--- config.mk ---
export PLATFORM = sky130hd
export DESIGN_NAME = mcc_regs
export DESIGN_NICKNAME = d
export VERILOG_FILES = /design/src/min_coin_change_assert.svh /design/src/mcc_pkg.sv /design/src/mcc_regs.sv
export SDC_FILE = /design/constraint.sdc
export NUM_CORES = 1
export LEC_CHECK = 0
export ABC_AREA = 1
export BUFFER_PORTS_ARGS = -buffer_cell sky130_fd_sc_hd__buf_2
export CORE_MARGIN = 1.5
export CORE_UTILIZATION = 30
export DETAILED_ROUTE_END_ITERATION = 16
export PLACE_DENSITY_LB_ADDON = 0.12
export SLEW_MARGIN = 30
export SYNTH_ARGS = -nofsm -noshare
export SYNTH_HDL_FRONTEND = slang
export SYNTH_SLANG_ARGS = --single-unit
--- constraint.sdc ---
create_clock -name clk -period 2.08 [get_ports clk]
set_clock_uncertainty 0.1 [all_clocks]
set_input_delay 0.104 -clock clk [delete_from_list [all_inputs] [get_ports clk]]
set_output_delay 0.104 -clock clk [all_outputs]
set_load 0.02 [all_outputs]
--- src/min_coin_change_assert.svh ---
// Assertion macros for the minimum coin change block
`ifndef MIN_COIN_CHANGE_ASSERT_SVH
`define MIN_COIN_CHANGE_ASSERT_SVH

// Same-cycle implication, sampled on clk, off during reset
`define MCC_ASSERT_NOW(label, ante, cons, msg) \
	label: assert property (@(posedge clk) disable iff (!arst_n) (ante) |-> (cons)) else $error(msg);

// Next-cycle implication, sampled on clk, off during reset
`define MCC_ASSERT_NXT(label, ante, cons, msg) \
	label: assert property (@(posedge clk) disable iff (!arst_n) (ante) |=> (cons)) else $error(msg);

`endif

--- src/mcc_pkg.sv ---
// Shared types and constants of the minimum coin change block
package mcc_pkg;

	localparam int MAX_AMOUNT_DEF = 4095;
	localparam int NUM_COINS      = 4;
	localparam int COIN_W         = 12;
	localparam int CNT_W          = 12;
	localparam int BEST_W         = 13;
	localparam int CIDX_W         = $clog2(NUM_COINS);

	localparam logic [BEST_W-1:0] BEST_INF = {BEST_W{1'b1}};

	typedef logic [NUM_COINS-1:0][COIN_W-1:0] coin_vec_t;
	typedef logic [NUM_COINS-1:0][CNT_W-1:0]  cnt_vec_t;

	localparam coin_vec_t COIN_RESET = {12'd10, 12'd5, 12'd2, 12'd1};

	// Controller to datapath
	typedef struct packed {
		logic              load;
		logic              init;
		logic              clr_best;
		logic              rd_en;
		logic [CIDX_W-1:0] rd_coin;
		logic              eval;
		logic [CIDX_W-1:0] ev_coin;
		logic              wr_j;
		logic              tr_rd;
		logic              tr_ev;
		logic              fin;
		logic              fin_ok;
	} mcc_cmd_t;

	// Datapath to controller
	typedef struct packed {
		logic range_ok;
		logic target_zero;
		logic j_last;
		logic last_inf;
		logic from_zero;
	} mcc_stat_t;

endpackage

--- src/mcc_regs.sv ---
// APB-style register file holding the four coin denominations
module mcc_regs import mcc_pkg::*; (
	input  logic        clk,
	input  logic        arst_n,
	input  logic        psel,
	input  logic        penable,
	input  logic        pwrite,
	input  logic [3:0]  paddr,
	input  logic [31:0] pwdata,
	output logic [31:0] prdata,
	output logic        pready,
	output coin_vec_t   coins
);

	coin_vec_t         coins_q;
	logic [CIDX_W-1:0] idx;

	assign idx    = paddr[3:2];
	assign pready = 1'b1;
	assign coins  = coins_q;
	assign prdata = {{(32-COIN_W){1'b0}}, coins_q[idx]};

	always_ff @(posedge clk or negedge arst_n) begin
		if (!arst_n) begin
			coins_q <= COIN_RESET;
		end else if (psel && penable && pwrite) begin
			coins_q[idx] <= pwdata[COIN_W-1:0];
		end
	end

endmodule

==> results.json <==
{
  "critical_path.cell_chain": "nand2_1 > nand2_1 > nand2_1 > nand3_1 > buf_2",
  "crit_cells": 5,
  "power.ir.vdd_worst_v": 0.000307,
  "cts_tree": "built",
  "drcViolationCount": 0,
  "timing.rr.end": "coins[0]",
  "clock_path_buffers": 2,
  "synth-seq-cells": 48,
  "avgViaCountPerCell": 4.30,
  "combPwrFrac_pct": 34.5,
  "die_h_um": 94.7,
  "timing.reg2reg.setup_slack_ns": 1.25,
  "initial_drt_markers": 106,
  "synth_area_um2": 2520,
  "timing.max_slew.rel_slack_pct": 60.5,
  "final_weighted_congestion_in_routability_driven_placement": 0.743,
  "synth_area_leader_cell": "sky130_fd_sc_hd__dfrtp_1",
  "synth-seq-area-share_pct": 47.9,
  "synthTopCellsByArea": "sky130_fd_sc_hd__dfrtp_1, sky130_fd_sc_hd__nand2_1, sky130_fd_sc_hd__buf_4",
  "tightest_slew_ns": 0.592,
  "post-synth-top-area-fraction_pct": 41.6,
  "detail_route.wirelength_um": 7400,
  "worst_path_max_delay_cell": "sky130_fd_sc_hd__dfstp_2",
  "switching_power_mw": 1.13,
  "hold_violations": 0,
  "antenna_found_initial": 0,
  "detailed_place_hpwl_um": 5020,
  "final_layout_size_suffix_gt1_share_pct": 25.8,
  "multi_input_comb_area_um2": 1090,
  "synthesis_to_finish_area_growth_pct": 22.9,
  "drt_pass1_iterations": 4,
  "setup_viol": 0,
  "dr_total_vias": 2272,
  "min-delay-path-class": "in2reg",
  "number_of_library_cell_types_mapped_by_synthesis": 19,
  "cts_repair_resize_count": 0,
  "switching_share_pct": 39.9,
  "fin_nets": 463,
  "seqCellArea_um2": 1210,
  "period_share_pct": 70.2,
  "total_leakage_power_nw": 1.85,
  "first_global_vias": 2118,
  "netlist_instances": 335,
  "floorplan.io_pins": 122,
  "powerDensity_nw_per_um2": 909,
  "internal_power_mw": 1.69,
  "path_delay_family": "flip-flops",
  "worst_path_most_repeated_cell": "sky130_fd_sc_hd__nand2_1",
  "worstSetupStartpoint": "coins[26]",
  "worst_ep_required_time_ns": 1.88,
  "timing.setup.tns_ns": 0,
  "routed-wl-met3_um": 516,
  "die_span_x_um": 94.7,
  "crit_path_start_kind": "flip-flop",
  "cts-buffers-inserted": 5,
  "clk-insertion-delay-late_ns": 0.29,
  "wl_per_cell_um": 14.0,
  "num_rows": 33,
  "wl_met1_um": 3400,
  "path_buf_inv": 1,
  "run_status": "finished clean",
  "n_fill_cell": 937,
  "drv.max_cap_violation_count": 0,
  "clkPwrFrac_pct": 19.6,
  "initial_core_util_pct": 30.9,
  "maxUsedRoutingLayer": "met4",
  "clkSinkCount": 48,
  "worst-setup-path-type": "reg2out",
  "timing.final.max_slew_violations": 0,
  "root_buffer": "sky130_fd_sc_hd__clkbuf_8",
  "die_area_um2": 8970,
  "synthesis.yosys.warnings": 0,
  "seqPwrFrac_pct": 45.9,
  "globalRoute.totalOverflow": 0,
  "setup.worst_path.end": "prdata[2]",
  "met2RoutedLength_um": 3430,
  "worstRegToRegCells": 2,
  "core_area_um2": 8180,
  "number_of_nets_with_antenna_violations_after_routing": 0,
  "biggest_cell_delay_along_the_critical_path_ns": 0.55,
  "insertedDiodeCount": 0,
  "global_route_wire_length_before_repair_um": 11500,
  "groute.usage.overall_pct": 17.4,
  "post_dp_cell_area_um2": 2890,
  "reg2reg_from": "coins[0]",
  "postSynthAreaPerCell_um2": 7.53,
  "rsz_0062_raised_after_global_routing": "no",
  "critPathMaxFanout": 3,
  "final.min_clock_period_ns": 1.46,
  "fmax_mhz": 685,
  "largest_register_ffs": 48,
  "crit_arrival_ns": 1.26,
  "h-tree-depth": 2,
  "cts.clk_slew.worst_paths_ns": 0.09,
  "post-route-cell-area_um2": 3100,
  "grt_max_degree": 30,
  "place.port_buffers": 78,
  "end_kind": "primary output"
}
==> worst register-to-register path: cells and delay by family (launching register included) <==
| kind | cells | cell delay [ns] |
|---|---|---|
| DFF | 1 | 0.55 |
| and+or+nand+nor | 2 | 0.13 |
==> cells in the mapped netlist <==
master / number
sky130_fd_sc_hd__nand2_2: 1
sky130_fd_sc_hd__nand2_4: 5
sky130_fd_sc_hd__buf_4: 22
sky130_fd_sc_hd__nand3_1: 12
sky130_fd_sc_hd__nor2_8: 1
sky130_fd_sc_hd__clkbuf_1: 1
sky130_fd_sc_hd__nor2_2: 2
sky130_fd_sc_hd__inv_4: 1
sky130_fd_sc_hd__conb_1: 2
sky130_fd_sc_hd__dfstp_2: 6
sky130_fd_sc_hd__buf_6: 7
sky130_fd_sc_hd__inv_1: 1
sky130_fd_sc_hd__inv_2: 3
sky130_fd_sc_hd__nand2_1: 222
sky130_fd_sc_hd__nor2_1: 1
sky130_fd_sc_hd__inv_6: 1
sky130_fd_sc_hd__buf_2: 3
sky130_fd_sc_hd__nor2_4: 2
sky130_fd_sc_hd__dfrtp_1: 42
==> per-stage QoR <==
step	std cells	setup slack [ns]	hold slack, ns	util (%)	power (mW)
after global routing	528	0.546	0.230	37.9	3.02
after detailed placement	507	0.477	0.0126	35.3	2.28
after global placement	507	0.513	0.0162	35.3	2.27
final	528	0.620	0.198	37.9	2.82
after floorplan	354	0.958	-0.292	-	1.93
after CTS	528	0.596	0.194	37.9	2.86
==> logic make-up after synthesis <==
group                  count (synthesis)  synth area share [%]
and+or+nand+nor                      246                  40.2
DFF                                   48                  47.9
buffers and inverters                 39                  11.6
other                                  2                 0.298
==> worst min path at each step <==
stage,startpoint,endpoint,slack [ns],cells after the start
CTS,paddr[3],coins[37],0.19,5
finish,paddr[3],coins[37],0.20,5
global route,paddr[3],coins[37],0.23,5
floorplan,arst_n,coins[10],-0.29,0
global placement,arst_n,coins[2],0.02,1
detailed placement,arst_n,coins[14],0.01,1
==> routing by layer <==
layer  up-vias  global-route usage (%)
met1      1054                    23.9
met4         0                    3.36
li1       1141                       -
met3         5                    4.19
met2        72                    27.9
met5         -                       0
==> power by group through the flow <==
stage,Sequential [mW],Clock (mW),Combinational (mW)
CTS,1.29,0.575,0.987
finish,1.29,0.552,0.972
detailed placement,1.31,0,0.968
global route,1.32,0.618,1.08
global placement,1.31,0,0.958
floorplan,1.53,0,0.398
==> final cells by class <==
type | instances | area share, %
Timing Repair Buffer | 94 | 17.9
Sequential cell | 48 | 39.0
Clock buffer | 7 | 2.46
Multi-Input combinational cell | 267 | 35.3
Inverter | 6 | 0.969
Clock inverter | 1 | 0.161
Tap cell | 105 | 4.24
==> cell usage in the layout (no fill, tap or decap), types with 2 or more instances in the layout <==
cell type / n
sky130_fd_sc_hd__buf_2: 78
sky130_fd_sc_hd__clkbuf_1: 2
sky130_fd_sc_hd__dlygate4sd3_1: 13
sky130_fd_sc_hd__nand2_1: 222
sky130_fd_sc_hd__conb_1: 21
sky130_fd_sc_hd__nor2_2: 2
sky130_fd_sc_hd__clkbuf_8: 5
sky130_fd_sc_hd__nand3_1: 12
sky130_fd_sc_hd__inv_2: 3
sky130_fd_sc_hd__dfstp_2: 6
sky130_fd_sc_hd__nor2_4: 2
sky130_fd_sc_hd__nand2_4: 5
sky130_fd_sc_hd__dfrtp_1: 42
sky130_fd_sc_hd__buf_4: 2
==> what timing repair did <==
item,4_1_cts,5_1_grt
hold buffers,13,0
setup buffers,0,0
endpoints found under the hold margin,63,0
No activity file was read; power rests on OpenSTA's default activity.
