===== src/min_coin_change_assert.svh =====
// Assertion macros for the minimum coin change block
`ifndef MIN_COIN_CHANGE_ASSERT_SVH
`define MIN_COIN_CHANGE_ASSERT_SVH

// Same-cycle implication, sampled on clk, off during reset
`define MCC_ASSERT_NOW(label, ante, cons, msg) \
	label: assert property (@(posedge clk) disable iff (!arst_n) (ante) |-> (cons)) else $error(msg);

// Next-cycle implication, sampled on clk, off during reset
`define MCC_ASSERT_NXT(label, ante, cons, msg) \
	label: assert property (@(posedge clk) disable iff (!arst_n) (ante) |=> (cons)) else $error(msg);

`endif


===== src/mcc_pkg.sv =====
// Shared types and constants of the minimum coin change block
package mcc_pkg;

	localparam int MAX_AMOUNT_DEF = 4095;
	localparam int NUM_COINS      = 4;
	localparam int COIN_W         = 12;
	localparam int CNT_W          = 12;
	localparam int BEST_W         = 13;
	localparam int CIDX_W         = $clog2(NUM_COINS);

	localparam logic [BEST_W-1:0] BEST_INF = {BEST_W{1'b1}};

	typedef logic [NUM_COINS-1:0][COIN_W-1:0] coin_vec_t;
	typedef logic [NUM_COINS-1:0][CNT_W-1:0]  cnt_vec_t;

	localparam coin_vec_t COIN_RESET = {12'd10, 12'd5, 12'd2, 12'd1};

	// Controller to datapath
	typedef struct packed {
		logic              load;
		logic              init;
		logic              clr_best;
		logic              rd_en;
		logic [CIDX_W-1:0] rd_coin;
		logic              eval;
		logic [CIDX_W-1:0] ev_coin;
		logic              wr_j;
		logic              tr_rd;
		logic              tr_ev;
		logic              fin;
		logic              fin_ok;
	} mcc_cmd_t;

	// Datapath to controller
	typedef struct packed {
		logic range_ok;
		logic target_zero;
		logic j_last;
		logic last_inf;
		logic from_zero;
	} mcc_stat_t;

endpackage


===== src/mcc_ctrl.sv =====
// Controller sequencing table fill, traceback and result delivery
module mcc_ctrl import mcc_pkg::*; (
	input  logic      clk,
	input  logic      arst_n,
	input  logic      start,
	input  mcc_stat_t stat,
	output mcc_cmd_t  cmd,
	output logic      busy,
	output logic      done
);

	typedef enum logic [2:0] {
		S_IDLE, S_CHECK_IN, S_INIT, S_FILL, S_CHECK, S_TR_RD, S_TR_EV, S_FIN
	} state_t;

	state_t     state_q;
	logic [2:0] step_q;
	logic       ok_q;
	logic       done_q;

	assign busy = (state_q != S_IDLE);
	assign done = done_q;

	always_comb begin
		cmd = '0;
		unique case (state_q)
			S_IDLE:  cmd.load = start;
			S_INIT:  cmd.init = 1'b1;
			S_FILL: begin
				unique case (step_q)
					3'd0: begin
						cmd.clr_best = 1'b1;
						cmd.rd_en    = 1'b1;
						cmd.rd_coin  = '0;
					end
					3'd1, 3'd2, 3'd3: begin
						cmd.eval    = 1'b1;
						cmd.ev_coin = CIDX_W'(step_q - 3'd1);
						cmd.rd_en   = 1'b1;
						cmd.rd_coin = step_q[CIDX_W-1:0];
					end
					3'd4: begin
						cmd.eval    = 1'b1;
						cmd.ev_coin = CIDX_W'(NUM_COINS - 1);
						cmd.wr_j    = 1'b1;
					end
					default: cmd = '0;
				endcase
			end
			S_TR_RD: cmd.tr_rd = 1'b1;
			S_TR_EV: cmd.tr_ev = 1'b1;
			S_FIN: begin
				cmd.fin    = 1'b1;
				cmd.fin_ok = ok_q;
			end
			default: cmd = '0;
		endcase
	end

	always_ff @(posedge clk or negedge arst_n) begin
		if (!arst_n) begin
			state_q <= S_IDLE;
			step_q  <= '0;
			ok_q    <= 1'b0;
			done_q  <= 1'b0;
		end else begin
			done_q <= 1'b0;
			unique case (state_q)
				S_IDLE: begin
					if (start) state_q <= S_CHECK_IN;
				end
				S_CHECK_IN: begin
					priority if (!stat.range_ok) begin
						ok_q    <= 1'b0;
						state_q <= S_FIN;
					end else if (stat.target_zero) begin
						ok_q    <= 1'b1;
						state_q <= S_FIN;
					end else begin
						state_q <= S_INIT;
					end
				end
				S_INIT: begin
					step_q  <= '0;
					state_q <= S_FILL;
				end
				S_FILL: begin
					if (step_q == 3'd4) begin
						step_q <= '0;
						if (stat.j_last) state_q <= S_CHECK;
					end else begin
						step_q <= step_q + 3'd1;
					end
				end
				S_CHECK: begin
					if (stat.last_inf) begin
						ok_q    <= 1'b0;
						state_q <= S_FIN;
					end else begin
						state_q <= S_TR_RD;
					end
				end
				S_TR_RD: state_q <= S_TR_EV;
				S_TR_EV: begin
					if (stat.from_zero) begin
						ok_q    <= 1'b1;
						state_q <= S_FIN;
					end else begin
						state_q <= S_TR_RD;
					end
				end
				S_FIN: begin
					done_q  <= 1'b1;
					state_q <= S_IDLE;
				end
				default: state_q <= S_IDLE;
			endcase
		end
	end

endmodule


===== config.mk =====
export PLATFORM = sky130hd
export DESIGN_NAME = mcc_ctrl
export DESIGN_NICKNAME = d
export VERILOG_FILES = /design/src/min_coin_change_assert.svh /design/src/mcc_pkg.sv /design/src/mcc_ctrl.sv
export SDC_FILE = /design/constraint.sdc
export NUM_CORES = 1
export LEC_CHECK = 0
export BUFFER_PORTS_ARGS = -buffer_cell sky130_fd_sc_hd__buf_4
export CELL_PAD_IN_SITES_DETAIL_PLACEMENT = 0
export CELL_PAD_IN_SITES_GLOBAL_PLACEMENT = 2
export CORE_MARGIN = 2
export CORE_UTILIZATION = 26
export DETAILED_ROUTE_END_ITERATION = 7
export PLACE_DENSITY_LB_ADDON = 0.1
export SLEW_MARGIN = 30
export SYNTH_ARGS = -nofsm -noshare
export SYNTH_HDL_FRONTEND = slang
export SYNTH_SLANG_ARGS = --single-unit

===== constraint.sdc =====
create_clock -name clk -period 1.8 [get_ports clk]
set_input_delay 0.09 -clock clk [delete_from_list [all_inputs] [get_ports clk]]
set_output_delay 0.09 -clock clk [all_outputs]
set_load 0.005 [all_outputs]

==> results of run 1 <==
[per-stage QoR]
step	worst slack, ns	util	power [W]	hold WS (ns)
4_1_cts	0.0518	0.358	0.00140	0.132
3_3_place_gp	0.382	0.344	0.00127	-0.0836
5_1_grt	0.00967	0.361	0.00154	0.132
6_report	0.111	0.361	0.00139	0.138
3_5_place_dp	0.324	0.344	0.00126	-0.0849
2_1_floorplan	0.521	-	0.000987	-0.206
[flip-flops by register name (all words and copies together) (netlist names)]
| register | cells |
|---|---|
| ok_q | 1 |
| done | 1 |
| step_q | 3 |
| state_q | 3 |
[cell usage in the layout (no fill, tap or decap), types with 2 or more instances in the layout]
cell type / count
sky130_fd_sc_hd__a211oi_1: 2
sky130_fd_sc_hd__a21oi_1: 4
sky130_fd_sc_hd__buf_4: 25
sky130_fd_sc_hd__clkbuf_4: 3
sky130_fd_sc_hd__dfrtp_1: 8
sky130_fd_sc_hd__ha_1: 5
sky130_fd_sc_hd__inv_1: 6
sky130_fd_sc_hd__nand2_1: 8
sky130_fd_sc_hd__nand2b_1: 2
sky130_fd_sc_hd__nor2_1: 8
sky130_fd_sc_hd__nor2_4: 2
sky130_fd_sc_hd__nor3_1: 2
sky130_fd_sc_hd__o21ai_0: 5
[how the worst max path moves through the flow]
stage / slack, ns / cells past startpoint / to / startpoint
floorplan: 0.52 / 4 / ok_q / state_q[2]
global placement: 0.38 / 6 / cmd[7] / step_q[1]
detailed placement: 0.32 / 6 / cmd[10] / step_q[0]
CTS: 0.05 / 6 / cmd[10] / step_q[0]
global route: 0.01 / 6 / cmd[5] / step_q[0]
finish: 0.11 / 6 / cmd[5] / step_q[0]
[critical path: cells and delay by family, from the launching register on]
kind	cells	cell delay [ns]
flops	1	0.39
fa+ha+maj	1	0.22
buf+inv	2	0.25
compound gates	3	0.50
[cells in the mapped netlist]
master and n:
sky130_fd_sc_hd__o21bai_1 1, sky130_fd_sc_hd__nand3_1 1, sky130_fd_sc_hd__a21oi_1 4, sky130_fd_sc_hd__nor2b_1 1
sky130_fd_sc_hd__nand3b_4 1, sky130_fd_sc_hd__dfrtp_1 8, sky130_fd_sc_hd__inv_1 6, sky130_fd_sc_hd__nand2b_1 2
sky130_fd_sc_hd__a32o_1 1, sky130_fd_sc_hd__nor2_1 9, sky130_fd_sc_hd__a32oi_1 1, sky130_fd_sc_hd__and3_1 1
sky130_fd_sc_hd__ha_1 5, sky130_fd_sc_hd__nand2_1 8, sky130_fd_sc_hd__mux2_2 1, sky130_fd_sc_hd__or3_1 1
sky130_fd_sc_hd__nor2_4 1, sky130_fd_sc_hd__mux2_1 1, sky130_fd_sc_hd__a31o_1 1, sky130_fd_sc_hd__o21ai_0 5
sky130_fd_sc_hd__a211oi_1 2, sky130_fd_sc_hd__buf_4 2, sky130_fd_sc_hd__nor3_1 2, sky130_fd_sc_hd__and2_1 1
sky130_fd_sc_hd__o22ai_1 1, sky130_fd_sc_hd__o21ba_2 1, sky130_fd_sc_hd__buf_6 2, sky130_fd_sc_hd__o21a_1 1
sky130_fd_sc_hd__a31oi_1 1, sky130_fd_sc_hd__a32oi_2 1, sky130_fd_sc_hd__and2b_1 1
[cells by family after synthesis]
| group | synth area share |
|---|---|
| AO/OA/AOI/OAI | 0.220 |
| multiplexers | 0.0351 |
| flip-flops | 0.312 |
| buffers and inverters | 0.0936 |
| adder cells (fa/ha/maj) | 0.0975 |
| AND/OR/NAND/NOR | 0.242 |
[per-layer routing]
metal	part of all wire	vias up
li1	-	309
met1	0.43	270
met2	0.51	19
met3	0.051	2
met4	0.012	0
met5	0	-
[final cells by class]
class,count,area [µm²]
clock buffers,3,22.5
fillers,268,1540
repair buffers,26,198
multi-input cells,56,389
well taps,30,37.5
inverters,6,22.5
flip-flops and latches,8,200
[what timing repair did]
action                                  CTS  global route
endpoints found under the setup margin    0             4
hold endpoints to repair                  8             0
resized for setup                         0             2
hold buffers                              1             0
[power breakdown]
| group | total [W] | switching [W] | leakage, nW | internal (W) |
|---|---|---|---|---|
| registers | 0.000382 | 0.000114 | 0.0987 | 0.000267 |
| clock network | 0.000133 | 0.0000566 | 0.0138 | 0.0000760 |
| logic | 0.000877 | 0.000439 | 0.311 | 0.000438 |
| total | 0.00139 | 0.000610 | 0.424 | 0.000782 |
==> results.toml, run 1 <==
[timing]
timing.clock.skew_ns = 0.000635
final_max_slew_viol_count = 0
hold_viol = 0
tightestPinTransition_ns = 0.363
period_minus_slack_ns = 1.69
slew_headroom = 0.758
timing.fmax_mhz = 592
finalSetupViolCount = 0
rsz0062_at_grt = "false"
fin_setup_tns_ns = 0
final.period_utilization = 0.938

[global_route]
global_route.usage.total = 0.119
grt_pass1_wl_um = 2460
groute.layer.met1.usage = 0.139
first_global_vias = 568
grt_busiest_layer = "met2"
global_route_met2_utilization = 0.207
grt_max_degree = 12
gr-usage-met3 = 0.0250
grt_overflow_total = 0
grt_antenna_before_repair = 0

[setup_path]
crit_path_start_kind = "flop"
r2r_start = "state_q[2]"
timing.critical_path.to_type = "primary output"
worst-r2r-cell-count = 3
crit_required_ns = 1.71
worst_path_arrival_ns = 1.60
setup.reg_to_reg.worst_slack_ns = 0.42
worstSetupPathType = "flop to primary output"
slowest_delay_ns = 0.39
r2r-end = "ok_q"
worstPathCellList = "inv_1 -> ha_1 -> o21ba_2 -> o21ai_0 -> a21oi_1 -> buf_4"
critPathSlowestCell = "sky130_fd_sc_hd__dfrtp_1"
crit_path_max_fo = 5

[logic_synthesis]
ys_seq_elements = 8
syn_area_um2 = 642
ys.warnings.count = 0
nets_in_the_synthesized_netlist = 87
synthTopCellsByArea = "sky130_fd_sc_hd__dfrtp_1, sky130_fd_sc_hd__ha_1, sky130_fd_sc_hd__nor2_1, sky130_fd_sc_hd__nand2_1, sky130_fd_sc_hd__o21ai_0"
synthesis.area_per_instance_um2 = 8.67
synthDistinctLibCells = 31
yosysSeqAreaShare = 0.312
library_cell_occupying_the_most_area_in_the_post_synthesis_netlist = "sky130_fd_sc_hd__dfrtp_1"
count_of_mapped_cells_out_of_synthesis = 74
post-synth-top-area-fraction = 0.312

[die]
rows = 18
design.die.area_um2 = 2880
die_width_um = 53.7
initial_core_util = 0.266
top_level_ports = 24
core_area_um2 = 2410
dieHeight_um = 53.7

[detailed_routing]
post_drt_wl_per_cell_um = 11.6
totalWireLength_um = 1500
dr_total_vias = 600
route.detailed.drc = 0
drtIter0Drc = 3
via_per_inst = 4.65
postRouteAntennaNets = 0
dr.pass1.iters = 4

[place]
gpl.final_weighted_congestion = 0.622
place_inst = 125
placed_area_um2 = 830
hpwl_um = 1210
port_buffers = 23

[clock_tree]
latest_clock_arrival_within_the_worst_skew_pair_ns = 0.24
cts.sink_count = 8
cts.htree.levels = 1
tritoncts = "yes"
ctsLongestPathBuffers = 2
clkSlewWorstSetupHoldPaths_ns = 0.05
cts.repair_timing.setup_buffer_count = 0
inserted_clock_buffers = 3
clk_root_buffer_cell = "sky130_fd_sc_hd__clkbuf_4"

[finish]
fin_cells = 129
diodes = 0
area.growth.synth_to_final_pct = 35.5
post_route_cells_drive_above_1_share = 0.343
postLayoutCellArea_um2 = 870
nNetsFinal = 114

[power]
vdd.ir_drop.worst_mv = 0.588
p_leak_nw = 0.424
pwr_dens_nw_per_um2 = 1600

[hold_path]
hp-start = "start"
hold_path_cells = 3
hold_path_class = "input port to flop"
whs_endpoint = "state_q[0]"

[run_status]
outcome = "completed"

[job]
max-cap-violations = 0
Note: power is estimated with default switching activity, not from simulation.
==> run 2: changes to the inputs <==
--- a/config.mk
+++ b/config.mk
@@ -8,6 +8,7 @@
 export BUFFER_PORTS_ARGS = -buffer_cell sky130_fd_sc_hd__buf_4
 export CELL_PAD_IN_SITES_DETAIL_PLACEMENT = 0
 export CELL_PAD_IN_SITES_GLOBAL_PLACEMENT = 2
+export CORE_ASPECT_RATIO = 1.2
 export CORE_MARGIN = 2
 export CORE_UTILIZATION = 26
 export DETAILED_ROUTE_END_ITERATION = 7
==> results.toml, run 2 (synthesized netlist as in run 1, its figures left out) <==
[run_status]
outcome = "completed"

[clock_tree]
cts.htree.levels = 1
clk_root_buffer_cell = "sky130_fd_sc_hd__clkbuf_4"
ctsLongestPathBuffers = 2
inserted_clock_buffers = 3
latest_clock_arrival_within_the_worst_skew_pair_ns = 0.25
cts.sink_count = 8
clkSlewWorstSetupHoldPaths_ns = 0.05
tritoncts = "yes"

[timing]
period_minus_slack_ns = 1.65
rsz0062_at_grt = "false"
timing.clock.skew_ns = 0.00157
finalSetupViolCount = 0
fin_setup_tns_ns = 0
hold_viol = 0
final.period_utilization = 0.914
final_max_slew_viol_count = 0
tightestPinTransition_ns = 0.371
hold-worst-slack_ns = 0.146
slew_headroom = 0.753
timing.fmax_mhz = 608

[detailed_routing]
totalWireLength_um = 1480
dr.pass1.iters = 4
via_per_inst = 4.55
post_drt_wl_per_cell_um = 11.4
drtIter0Drc = 2
postRouteAntennaNets = 0
route.detailed.drc = 0
dr_total_vias = 591

[setup_path]
timing.critical_path.to_type = "primary output"
crit_path_start = "step_q[0]"
worst_setup_path_endpoint = "cmd[5]"
r2r-end = "ok_q"
worst_path_arrival_ns = 1.56
crit_required_ns = 1.71
setup.reg_to_reg.worst_slack_ns = 0.39
crit_path_max_fo = 5
worst-r2r-cell-count = 3
r2r_start = "state_q[0]"
crit_path_start_kind = "flop"
worstSetupPathType = "flop to primary output"

[job]
max-cap-violations = 0

[finish]
area.growth.synth_to_final_pct = 34.9
layout_common_cells = "sky130_fd_sc_hd__buf_4, sky130_fd_sc_hd__nand2_1, sky130_fd_sc_hd__nor2_1, sky130_fd_sc_hd__dfrtp_1, sky130_fd_sc_hd__inv_1"
diodes = 0
postLayoutCellArea_um2 = 866
layout_commonest_cell = "sky130_fd_sc_hd__buf_4"
final_core_util = 0.375
nNetsFinal = 114
top_regs = "state_q x3, step_q x3"
post_route_cells_drive_above_1_share = 0.343

[global_route]
first_global_vias = 563
groute.layer.met1.usage = 0.142
global_route.usage.total = 0.119
grt_max_degree = 12
grt_busiest_layer = "met2"
global_route_met2_utilization = 0.199
grt_pass1_wl_um = 2590
gr-usage-met3 = 0.0152
grt_antenna_before_repair = 0
grt_overflow_total = 0

[die]
dieHeight_um = 58.4
die_width_um = 49.4
design.die.area_um2 = 2880
initial_core_util = 0.278
rows = 19
core_area_um2 = 2310
top_level_ports = 24

[place]
hpwl_um = 1180
placed_area_um2 = 831
gpl.final_weighted_congestion = 0.678
port_buffers = 23

[power]
pwr_dens_nw_per_um2 = 1590
p_leak_nw = 0.422
total_power_w = 0.00138
vdd.ir_drop.worst_mv = 0.627

[hold_path]
hold_path_class = "input port to flop"
[run 2: cell counts in the layout (fill, tap and decap cells not counted)]
No cell type changed its count.
[run 2: final cells by class]
type	count	area, µm²
fill	260	1440
sequential	8	200
tap	31	38.8
timing repair buffer	26	198
clock buffer	3	22.5
inverter	6	22.5
multi-input combinational	56	384
[run 2: stage by stage]
step / worst slack (ns) / std cells
floorplan: 0.521 / 74
finish: 0.154 / 130
detailed placement: 0.348 / 126
global route: 0.0208 / 130
global placement: 0.375 / 126
CTS: 0.0729 / 130
[run 2: how the worst min path moves through the flow]
stage | startpoint | end | slack (ns) | cells past startpoint
detailed placement | arst_n | done | -0.08 | 1
global placement | arst_n | ok_q | -0.08 | 1
global route | start | state_q[0] | 0.16 | 3
floorplan | arst_n | done | -0.21 | 0
finish | start | state_q[0] | 0.15 | 3
CTS | start | state_q[0] | 0.14 | 3
[run 2: routing by layer]
layer | part of all wire | up-vias
met3 | 0.050 | 2
met1 | 0.44 | 267
met5 | 0 | -
met4 | 0.011 | 0
li1 | - | 306
met2 | 0.49 | 16
[run 2: repair_timing]
action                     in CTS  in global routing
buffers inserted                0                  0
hold endpoints to repair        8                  0
hold buffers                    1                  0
setup endpoints to repair       0                  3
resized for setup               0                  1
[run 2: power by group]
group / total, W / switching (W) / internal, W
logic: 0.000856 / 0.000426 / 0.000430
clock network: 0.000133 / 0.0000566 / 0.0000760
registers: 0.000387 / 0.000120 / 0.000267
[run 2: critical path: stages (launching register included)]
cell,delay [ns]
sky130_fd_sc_hd__dfrtp_1,0.38
sky130_fd_sc_hd__inv_1,0.11
sky130_fd_sc_hd__ha_1,0.21
sky130_fd_sc_hd__o21ba_2,0.23
sky130_fd_sc_hd__o21ai_0,0.15
sky130_fd_sc_hd__a21oi_1,0.09
sky130_fd_sc_hd__buf_4,0.14
